<file path="config.mk">
export PLATFORM = sky130hd
export DESIGN_NAME = xor_checked_packet_deframer
export DESIGN_NICKNAME = d
export VERILOG_FILES = /design/src/hw/rtl/dfr_pkg.sv /design/src/hw/rtl/dfr_in_stage.sv /design/src/hw/rtl/dfr_parser.sv /design/src/hw/rtl/dfr_out_stage.sv /design/src/hw/rtl/xor_checked_packet_deframer.sv
export SDC_FILE = /design/constraint.sdc
export NUM_CORES = 1
export LEC_CHECK = 0
export ABC_CLOCK_PERIOD_IN_PS = 14150
export BUFFER_PORTS_ARGS = -buffer_cell sky130_fd_sc_hd__buf_2
export CAP_MARGIN = 20
export CELL_PAD_IN_SITES_DETAIL_PLACEMENT = 1
export CELL_PAD_IN_SITES_GLOBAL_PLACEMENT = 2
export CORE_ASPECT_RATIO = 2
export CORE_MARGIN = 4
export CORE_UTILIZATION = 30
export DETAILED_ROUTE_END_ITERATION = 6
export PLACE_DENSITY_LB_ADDON = 0.15
export SYNTH_ARGS = -nofsm -noshare
export SYNTH_HDL_FRONTEND = slang
export SYNTH_SLANG_ARGS = --single-unit
</file>
<file path="constraint.sdc">
create_clock -name clk -period 14.15 [get_ports clk]
set_input_delay 1.415 -clock clk [delete_from_list [all_inputs] [get_ports clk]]
set_output_delay 1.415 -clock clk [all_outputs]
set_load 0.03 [all_outputs]
</file>
<file path="src/hw/rtl/dfr_pkg.sv">
// ----------------------------------------------------------------------------
// dfr_pkg: shared types and codes of the packet deframer
// Phase codes, result kinds, item and result records.
// ----------------------------------------------------------------------------
package dfr_pkg;

    localparam logic [7:0]  SYNC_BYTE     = 8'hA5;
    localparam logic [15:0] TIMEOUT_RESET = 16'd1600;
    localparam logic [15:0] IDLE_MAX      = 16'hFFFF;

    // item kinds
    localparam logic OP_BYTE = 1'b0;
    localparam logic OP_TICK = 1'b1;

    // result kinds
    localparam logic [1:0] KIND_PAYLOAD = 2'd0;
    localparam logic [1:0] KIND_DONE    = 2'd1;
    localparam logic [1:0] KIND_TIMEOUT = 2'd2;
    localparam logic [1:0] KIND_UNUSED  = 2'd3;

    // parse phases
    localparam logic [2:0] PH_HUNT  = 3'd0;
    localparam logic [2:0] PH_REQ   = 3'd1;
    localparam logic [2:0] PH_CMD   = 3'd2;
    localparam logic [2:0] PH_LEN   = 3'd3;
    localparam logic [2:0] PH_DATA  = 3'd4;
    localparam logic [2:0] PH_CHECK = 3'd5;

    typedef struct packed {
        logic       op;
        logic [7:0] rx_byte;
    } item_t;

    typedef struct packed {
        logic [1:0] kind;
        logic [7:0] payload_byte;
        logic [7:0] payload_index;
        logic [7:0] request_number;
        logic [7:0] command_code;
        logic [7:0] payload_length;
        logic [7:0] received_check;
        logic [7:0] computed_check;
        logic       check_ok;
    } result_t;

endpackage

</file>
<file path="src/hw/rtl/dfr_in_stage.sv">
// ----------------------------------------------------------------------------
// dfr_in_stage: input register
// Holds one accepted item until the parser takes it.
// ----------------------------------------------------------------------------
module dfr_in_stage
(
    input  logic          clk,
    input  logic          rst_n,
    input  logic          in_valid,
    output logic          in_ready,
    input  logic          op,
    input  logic [7:0]    rx_byte,
    input  logic          take,
    output logic          item_valid,
    output dfr_pkg::item_t item
);
    import dfr_pkg::*;

    logic  valid_reg;
    logic  valid_next;
    item_t item_reg;

    // refill in the same cycle the held item leaves
    assign in_ready = !valid_reg || take;

    always_comb
    begin
        valid_next = valid_reg;
        if (take)
        begin
            valid_next = 1'b0;
        end
        if (in_valid && in_ready)
        begin
            valid_next = 1'b1;
        end
    end

    always_ff @(posedge clk or negedge rst_n)
    begin
        if (!rst_n)
        begin
            valid_reg <= 1'b0;
        end
        else
        begin
            valid_reg <= valid_next;
        end
    end

    always_ff @(posedge clk)
    begin
        if (in_valid && in_ready)
        begin
            item_reg.op      <= op;
            item_reg.rx_byte <= rx_byte;
        end
    end

    assign item_valid = valid_reg;
    assign item       = item_reg;

endmodule

</file>
<file path="src/hw/rtl/dfr_parser.sv">
// ----------------------------------------------------------------------------
// dfr_parser: frame parser and idle timer
// Advances the parse state by one item and forms at most one result.
// ----------------------------------------------------------------------------
module dfr_parser
#(
    parameter int MAX_PAYLOAD = 255
)
(
    input  logic            clk,
    input  logic            rst_n,
    input  logic            step,
    input  dfr_pkg::item_t  item,
    input  logic [15:0]     idle_limit,
    output logic            has_result,
    output dfr_pkg::result_t result
);
    import dfr_pkg::*;

    localparam logic [7:0] MAX_LEN = 8'(MAX_PAYLOAD);

    logic [2:0]  phase_reg,   phase_next;
    logic [7:0]  request_reg, request_next;
    logic [7:0]  command_reg, command_next;
    logic [7:0]  length_reg,  length_next;
    logic [7:0]  taken_reg,   taken_next;
    logic [7:0]  xor_reg,     xor_next;
    logic [15:0] idle_reg,    idle_next;
    logic        armed_reg,   armed_next;

    logic [15:0] idle_inc;
    logic [7:0]  limit;
    logic [7:0]  b;

    assign b        = item.rx_byte;
    assign idle_inc = (idle_reg == IDLE_MAX) ? idle_reg : idle_reg + 16'd1;
    assign limit    = (length_reg < MAX_LEN) ? length_reg : MAX_LEN;

    always_comb
    begin
        phase_next   = phase_reg;
        request_next = request_reg;
        command_next = command_reg;
        length_next  = length_reg;
        taken_next   = taken_reg;
        xor_next     = xor_reg;
        idle_next    = idle_reg;
        armed_next   = armed_reg;
        has_result   = 1'b0;
        result       = '0;

        if (item.op == OP_TICK)
        begin
            idle_next = idle_inc;
            if (armed_reg && (idle_inc > idle_limit))
            begin
                armed_next  = 1'b0;
                phase_next  = PH_HUNT;
                has_result  = 1'b1;
                result.kind = KIND_TIMEOUT;
            end
        end
        else
        begin
            idle_next  = '0;
            armed_next = 1'b1;
            case (phase_reg)
                PH_REQ:
                begin
                    request_next = b;
                    xor_next     = b;
                    phase_next   = PH_CMD;
                end
                PH_CMD:
                begin
                    command_next = b;
                    xor_next     = xor_reg ^ b;
                    phase_next   = PH_LEN;
                end
                PH_LEN:
                begin
                    length_next = b;
                    xor_next    = xor_reg ^ b;
                    taken_next  = '0;
                    phase_next  = (b != 8'd0) ? PH_DATA : PH_CHECK;
                end
                PH_DATA:
                begin
                    xor_next   = xor_reg ^ b;
                    taken_next = taken_reg + 8'd1;
                    if (({1'b0, taken_reg} + 9'd1) >= {1'b0, limit})
                    begin
                        phase_next = PH_CHECK;
                    end
                    has_result            = 1'b1;
                    result.kind           = KIND_PAYLOAD;
                    result.payload_byte   = b;
                    result.payload_index  = taken_reg;
                    result.request_number = request_reg;
                    result.command_code   = command_reg;
                    result.payload_length = length_reg;
                end
                PH_CHECK:
                begin
                    phase_next            = PH_HUNT;
                    has_result            = 1'b1;
                    result.kind           = KIND_DONE;
                    result.request_number = request_reg;
                    result.command_code   = command_reg;
                    result.payload_length = length_reg;
                    result.received_check = b;
                    result.computed_check = xor_reg;
                    result.check_ok       = (b == xor_reg);
                end
                default:
                begin
                    // hunting, and any phase code with no meaning
                    phase_next = PH_HUNT;
                    if (b == SYNC_BYTE)
                    begin
                        phase_next = PH_REQ;
                        xor_next   = '0;
                        taken_next = '0;
                    end
                end
            endcase
        end
    end

    always_ff @(posedge clk or negedge rst_n)
    begin
        if (!rst_n)
        begin
            phase_reg   <= PH_HUNT;
            request_reg <= '0;
            command_reg <= '0;
            length_reg  <= '0;
            taken_reg   <= '0;
            xor_reg     <= '0;
            idle_reg    <= '0;
            armed_reg   <= 1'b1;
        end
        else if (step)
        begin
            phase_reg   <= phase_next;
            request_reg <= request_next;
            command_reg <= command_next;
            length_reg  <= length_next;
            taken_reg   <= taken_next;
            xor_reg     <= xor_next;
            idle_reg    <= idle_next;
            armed_reg   <= armed_next;
        end
    end

endmodule

</file>
<file path="src/hw/rtl/dfr_out_stage.sv">
// ----------------------------------------------------------------------------
// dfr_out_stage: result register
// Holds one result until the receiver takes it.
// ----------------------------------------------------------------------------
module dfr_out_stage
(
    input  logic             clk,
    input  logic             rst_n,
    input  logic             load,
    input  dfr_pkg::result_t result,
    output logic             can_take,
    output logic             out_valid,
    input  logic             out_ready,
    output dfr_pkg::result_t held
);
    import dfr_pkg::*;

    logic    valid_reg;
    logic    valid_next;
    result_t result_reg;

    assign can_take = !valid_reg || out_ready;

    always_comb
    begin
        valid_next = valid_reg;
        if (out_ready)
        begin
            valid_next = 1'b0;
        end
        if (load)
        begin
            valid_next = 1'b1;
        end
    end

    always_ff @(posedge clk or negedge rst_n)
    begin
        if (!rst_n)
        begin
            valid_reg <= 1'b0;
        end
        else
        begin
            valid_reg <= valid_next;
        end
    end

    always_ff @(posedge clk)
    begin
        if (load)
        begin
            result_reg <= result;
        end
    end

    assign out_valid = valid_reg;
    assign held      = result_reg;

endmodule

</file>
<file path="src/hw/rtl/xor_checked_packet_deframer.sv">
// ----------------------------------------------------------------------------
// xor_checked_packet_deframer: sync/length framed packet receiver
// Usage:
//   Input channel (in_valid/in_ready, op, rx_byte) carries either a received
//   byte (op = 0) or one timer tick (op = 1). Output channel (out_valid/
//   out_ready) carries one result per payload byte, one packet-complete
//   result at the check byte, or one timeout result.
//   cfg_wr_en/cfg_wr_data write the idle tick limit (reset value 1600); write
//   it only while no transfer is in flight.
//   Path: input transfer into the input register, parse logic, result
//   register, out_valid; a stalled result register holds the item back.
//   Throughput: one item per cycle while the result register is empty or
//   out_ready is high; the parse step is one pass of logic between the
//   input register and the result register.
//   Reset: hunting for sync, header and check state zero, idle count zero,
//   timeout armed, both registers empty.
//   Receiver stall: the result register holds; an empty input register still
//   takes one more item, then in_ready drops until out_ready returns.
// ----------------------------------------------------------------------------
module xor_checked_packet_deframer
#(
    parameter int MAX_PAYLOAD = 255
)
(
    input  logic        clk,
    input  logic        rst_n,
    input  logic        cfg_wr_en,
    input  logic [15:0] cfg_wr_data,
    input  logic        in_valid,
    output logic        in_ready,
    input  logic        op,
    input  logic [7:0]  rx_byte,
    output logic        out_valid,
    input  logic        out_ready,
    output logic [1:0]  kind,
    output logic [7:0]  payload_byte,
    output logic [7:0]  payload_index,
    output logic [7:0]  request_number,
    output logic [7:0]  command_code,
    output logic [7:0]  payload_length,
    output logic [7:0]  received_check,
    output logic [7:0]  computed_check,
    output logic        check_ok
);
    import dfr_pkg::*;

    logic [15:0] timeout_reg;
    logic        item_valid;
    item_t       item;
    logic        can_take;
    logic        step;
    logic        has_result;
    result_t     result;
    result_t     held;

    // Timeout limit register: no handshake, written when enabled.
    always_ff @(posedge clk or negedge rst_n)
    begin
        if (!rst_n)
        begin
            timeout_reg <= TIMEOUT_RESET;
        end
        else if (cfg_wr_en)
        begin
            timeout_reg <= cfg_wr_data;
        end
    end

    // Advance the held item whenever the result register has room for it.
    assign step = item_valid && can_take;

    dfr_in_stage u_in
    (
        .clk        (clk),
        .rst_n      (rst_n),
        .in_valid   (in_valid),
        .in_ready   (in_ready),
        .op         (op),
        .rx_byte    (rx_byte),
        .take       (step),
        .item_valid (item_valid),
        .item       (item)
    );

    dfr_parser #(.MAX_PAYLOAD(MAX_PAYLOAD)) u_parser
    (
        .clk        (clk),
        .rst_n      (rst_n),
        .step       (step),
        .item       (item),
        .idle_limit (timeout_reg),
        .has_result (has_result),
        .result     (result)
    );

    // Load only items that produce a result; others drop after updating state.
    dfr_out_stage u_out
    (
        .clk       (clk),
        .rst_n     (rst_n),
        .load      (step && has_result),
        .result    (result),
        .can_take  (can_take),
        .out_valid (out_valid),
        .out_ready (out_ready),
        .held      (held)
    );

    assign kind           = held.kind;
    assign payload_byte   = held.payload_byte;
    assign payload_index  = held.payload_index;
    assign request_number = held.request_number;
    assign command_code   = held.command_code;
    assign payload_length = held.payload_length;
    assign received_check = held.received_check;
    assign computed_check = held.computed_check;
    assign check_ok       = held.check_ok;

endmodule

</file>
=== Word level (Yosys, flattened, before mapping) ===
Cells that the tools add are included.
Widths: inputs -> output; s select.

* Bits in registers: 146
* Bits of input ports: 30
* Logic and storage cells: 94
* Output and inout bits: 61

* Magnitude comparators: 3
* Add/subtract/negate cells: 3
* Reductions and logical operators: 26
* Bitwise gates (word level): 6
* Muxes and demuxes: 24
* Equal/unequal tests: 10

{| class="wikitable"
|+ Operators with widths
! operator !! number
|-
| $pmux 8 s3 || 2
|-
| $mux 16 || 2
|-
| $add 16x1->16 const B || 1
|-
| $eq 16x16->1 const B || 1
|-
| $gt 16x16->1 || 1
|-
| $mux 8 || 2
|-
| $pmux 3 s5 || 1
|-
| $mux 1 || 12
|-
| $reduce_and 3->1 || 4
|-
| $add 8x1->9 const B || 1
|-
| $ge 9x8->1 || 1
|-
| $mux 3 || 3
|-
| $add 8x1->8 const B || 1
|-
| $eq 8x8->1 || 1
|-
| $eq 8x8->1 const B || 1
|-
| $lt 8x8->1 const B || 1
|-
| $reduce_and 4->1 || 2
|-
| $reduce_bool 8->1 || 1
|-
| $reduce_or 2->1 || 4
|-
| $xor 8x8->8 || 1
|-
| $eq 3x2->1 const B || 2
|-
| $eq 3x3->1 const B || 2
|-
| $reduce_bool 3->1 || 2
|-
| $reduce_or 3->1 || 2
|-
| other kinds (10) || 21
|}

=== Depth between registers and ports, before layout ===
* Depth after elaboration: 8
* Gate-level depth with buffers: 13
* Depth with buffers taken out: 12

=== Hierarchy ===
From an unflattened synthesis, not the netlist that was laid out.

* Cells, all modules: 621
* Area, all modules: 7173.1 sq um

{| class="wikitable"
|+ Modules (own cells, without submodules)
! module !! times used !! sequential area each (sq um) !! area an instance (sq um) !! cells an instance
|-
| dfr_parser || 1 || 1502.7 || 4364.2 || 510
|-
| dfr_out_stage || 1 || 1796.7 || 1819.2 || 62
|-
| xor_checked_packet_deframer || 1 || 404.1 || 665.6 || 36
|-
| dfr_in_stage || 1 || 295.3 || 324.1 || 13
|}

=== Least setup slack after synthesis ===
Ideal clock, no wire load.

* Path type: register to register
* From: reg u_parser.idle_reg[0]
* To: reg u_out.result_reg (netlist bit u_out.held[0]), enable pin
* Path buffers: 1
* Stages on the path, launching flop included: 13
* Setup time: 0.476 ns
* Setup slack: 8.568 ns
* Data required time: 13.674 ns
* Clock period less this slack: 5.582 ns
* Arrival time: 5.106 ns
* Path through: dfrtp_1 -> ha_1 -> and3_1 -> and2_1 -> clkbuf_1 -> nor3_1 -> xor2_1 -> ha_1 -> nand4_1 -> a2111o_1 -> a31oi_1 -> nor2_1 -> nor2_1

* Word-level cells in the longest chain between the ends: 7
* Elaborated cells between the ends (all ways): 8
* Classes of those cells: 1 x add/sub; 1 x order compare; 1 x eq/ne; 3 x mux; 2 x reduce/logical

{| class="wikitable"
|+ RTL lines
! what !! line !! RTL
|-
| start: declaration || dfr_parser.sv:28 || <nowiki>logic [15:0] idle_reg, idle_next;</nowiki>
|-
| start signal: assignment || dfr_parser.sv:151 || <nowiki>idle_reg <= idle_next;</nowiki>
|-
| $add 16x1->16 / $eq 16x16->1 (equally long branches) || dfr_parser.sv:36 || <nowiki>assign idle_inc = (idle_reg == IDLE_MAX) ? idle_reg : idle_reg + 16'd1;</nowiki>
|-
| $mux 16 (*) || dfr_parser.sv:36 ||
|-
| $gt 16x16->1 (*) || dfr_parser.sv:55 || <nowiki>if (armed_reg && (idle_inc > idle_limit))</nowiki>
|-
| $logic_and 1x1->1 (*) || dfr_parser.sv:55 ||
|-
| $mux 1 (*) || dfr_parser.sv:55 ||
|-
| $mux 1 (*) || dfr_parser.sv:52 || <nowiki>if (item.op == OP_TICK)</nowiki>
|-
| $logic_and 1x1->1 (*) || xor_checked_packet_deframer.sv:101 || <nowiki>.load (step && has_result),</nowiki>
|-
| via u_out.load || dfr_out_stage.sv:9 || <nowiki>input logic load,</nowiki>
|-
| end signal: assignment || dfr_out_stage.sv:53 || <nowiki>result_reg <= result;</nowiki>
|-
| end: declaration || dfr_out_stage.sv:20 || <nowiki>result_t result_reg;</nowiki>
|}

Mark *: on every way through the listed nets, which the timed path passes. The rest lies on a longest branch.
A chain may end at the register's enable or synchronous reset.

=== Final worst setup path ===
* From: reg u_parser.idle_reg[0]
* To: reg u_out.result_reg (netlist bit u_out.held[19]), enable pin

The elaborated chain is that of the path after synthesis.

==> run summary <==
==================================================================================================
CP most frequent cell                                                                         ha_1
Number of buffers inserted by post-CTS setup repair                                              0
Avg Cell Area, Syn                                                                       11.4 um^2
Setup WS post-layout                                                                       9.85 ns
Launch point of the worst reg-to-reg path                                             u_parser.idle_reg[0]
Minimum setup slack after placement                                                        9.81 ns
Buffers added on ports                                                                          90
Unrepaired setup endpoints after global routing                                                 no
Post-synthesis cell count                                                                      617
Synthesis warning total                                                                          0
Synthesized area                                                                         7020 um^2
Total GRT Usage                                                                              0.151
Clock transition time at the flip-flop clock pins of the worst setup and hold paths        0.06 ns
Placer's final routability congestion estimate                                               0.737
Max-capacitance violation count                                                                  0
CTS root buffer                                                                          clkbuf_16
Share of the clock period used by the worst path                                             0.304
Number of antenna-violating nets in the routed design                                            0
R2R Setup Slk                                                                              9.85 ns
Number of levels the H-tree was split into                                                       4
Sink of the worst hold path                                                           u_parser.armed_reg
Synthesized netlist net count                                                                  673
Highest fanout seen on the critical path                                                        58
Min Clock Period, post-route                                                               4.30 ns
Yosys cell types                                                                                58
Min-Delay Startpoint                                                                  u_parser.armed_reg
Via count of the first global-routing pass                                                    5532
Detail-routed net length per standard cell                                                 18.7 um
Post-Route Hold Slack                                                                     0.497 ns
Critical path cell sequence                                                           ha_1 -> and3_1 -> nand2_1 -> nand3_1 -> xnor2_1 -> ha_1 -> nand4_1 -> a2111o_1 -> a31oi_1 -> nor2_1 -> nor2_4 -> buf_4
Status                                                                                   completed
Inserted Diodes                                                                                  0
Effective utilization at floorplan                                                           0.307
Hold path depth                                                                                  2
PD cells                                                                               149 nW/um^2
Depth of the most critical reg-to-reg path                                                      12
Pin count of the biggest net entering global routing                                            61
Tightest Pin Transition                                                                   0.964 ns
Skew final                                                                              0.00926 ns
Leakage Power                                                                           0.00378 uW
Core area                                                                               22800 um^2
Number of detailed-route iterations in the first pass                                            4
Count of endpoints failing hold in the final timing report                                       0
Placement row count                                                                             78
Async S/R FF share, synth                                                                    0.534
WS Path Type                                                                               reg2reg
Detailed placement HPWL                                                                   13700 um
Ratio of cells with drive above 1 in the final layout                                        0.234
Wire length reported by the detailed router                                               18600 um
Most used flip-flop cell after synthesis                                                   dfrtp_1
Die Outline Area                                                                        26000 um^2
TritonCTS sink count                                                                           146
Slowest-stage cell, CP                                                                       buf_4
Count of vias placed by the detailed router                                                   5040
Net count of the finished layout                                                               757
Area contributors post-synth                                                          edfxtp_1 (29%), dfrtp_1 (26%), ha_1 (4.6%)
Worst voltage drop across the vdd grid                                                     71.2 uV
Global route total overflow                                                                      0
Area fraction of the dominant cell type after synthesis                                      0.291
Worst-case headroom to the max-slew limit                                                    0.355
Layout-stage area growth over the synthesis result                                           18.9%
PnR Total Power                                                                            1240 uW
Flip-flop count of the largest register after layout                                            59
CTS tree                                                                                      done
Final number of max-transition violations                                                        0
Maximum number of buffers from clock root to sink                                                2
Capture instance of the worst register-to-register path                               u_out.held[19]
Required time at the worst-slack endpoint                                                 14.22 ns
Post-route DRC violation count                                                                   0
Highest-count cells in the layout ignoring fill and taps                              buf_2 (89), dfrtp_1 (74), edfxtp_1 (68)
Clock latency on the worst-skew pair                                                       0.43 ns
Summed negative setup slack over all endpoints                                                0 ns
Crit path largest cell delay                                                               0.60 ns
Leading cell type in the layout, fill and taps excluded                                      buf_2
Vias per cell                                                                                 5.07
Setup crit start kind                                                                    flip-flop
Post-Place Cells                                                                               962
Number of standard cells in the layout, taps in and fillers out                                994
Final number of setup-violating endpoints                                                        0
Post-synth EDFFs                                                                                68
Largest area contributor in the netlist                                                   edfxtp_1
Hold_buf cts                                                                                     0
Die Y-Extent                                                                                224 um
Number of flip-flops and latches in the synthesized netlist                                    146
Number of DRC markers in iteration 0                                                           132
I/O pin count                                                                                   91
Fraction of the yosys area taken by sequential cells                                         0.570
First-pass GRT wire length                                                                29800 um
Tightest Hold Check Type                                                                   reg2reg
Upper clock frequency limit                                                                232 MHz
Overall die width                                                                           116 um
Number of gates given a new drive strength after cts                                             0
Number of buffers inserted during clock tree synthesis                                          17
Endpoint type of the worst setup path                                                    flip-flop
Initial antenna violation count                                                                  0
Critical path arrival                                                                      4.37 ns
==================================================================================================
[logic make-up after synthesis]
| family | Yosys count | synth area share |
|---|---|---|
| mux | 29 | 0.0462 |
| xor+xnor | 23 | 0.0287 |
| compound gates | 111 | 0.105 |
| simple gates | 211 | 0.162 |
| fa+ha+maj | 26 | 0.0464 |
| flops | 146 | 0.570 |
| buf+inv | 71 | 0.0417 |
[area by class of cell]
class	instances	area (um^2)
flip-flops and latches	146	4000
well taps	280	350
multi-input cells	400	2740
clock buffers	20	437
inverters	37	139
fillers	2575	14500
clock inverters	12	159
repair buffers	99	520
[stage by stage]
stage / util / instance area, um^2
after floorplan: - / 7020
after CTS: 0.365 / 8340
after global placement: 0.339 / 7750
after global routing: 0.365 / 8340
final: 0.365 / 8340
after detailed placement: 0.339 / 7750
[power by group]
part | total, uW | switching (uW) | internal, uW
combinational | 227 | 137 | 90.1
sequential | 555 | 55.0 | 500
clock | 460 | 182 | 278
[how the worst max path moves through the flow]
stage,start,end,cells past startpoint,slack [ns]
6_report,u_parser.idle_reg[0],u_out.held[19],12,9.85
5_1_grt,u_parser.idle_reg[0],u_out.held[21],12,9.53
4_1_cts,u_parser.idle_reg[0],u_out.held[46],12,9.79
3_5_place_dp,u_parser.idle_reg[0],u_out.held[46],12,9.81
3_3_place_gp,u_parser.idle_reg[0],u_out.held[44],12,9.94
2_1_floorplan,u_parser.idle_reg[0],u_out.held[0],12,8.57
[cell usage after synthesis (6+ instances only)]
master and number:
buf_2 6, clkbuf_1 22, o221ai_1 8, inv_1 36, mux2_2 27, nand4_1 11
and2_1 36, and3_1 26, xnor2_1 14, o21ai_0 38, nor2_1 31, xor2_1 9
nor4_1 11, a22oi_1 9, dfrtp_1 74, a21oi_1 19, nand2_1 49, nand3_1 20
nand2b_1 6, ha_1 26, edfxtp_1 68
[layer usage]
metal	global-route usage	part of all wire
met5	0	0
met4	0.0566	0.025
met3	0.0347	0.030
met2	0.300	0.60
met1	0.145	0.35
[worst max-delay path: cells and delay by family (launching register included)]
kind	cells	cell delay, ns
xor gates and xnor gates	1	0.17
AOI/OAI and AO/OA	2	0.75
adders and majority gates	2	0.61
buffers and inverters	1	0.60
DFF	1	0.46
and+or+nand+nor	6	1.28
Note: power is estimated with default switching activity, not from simulation.
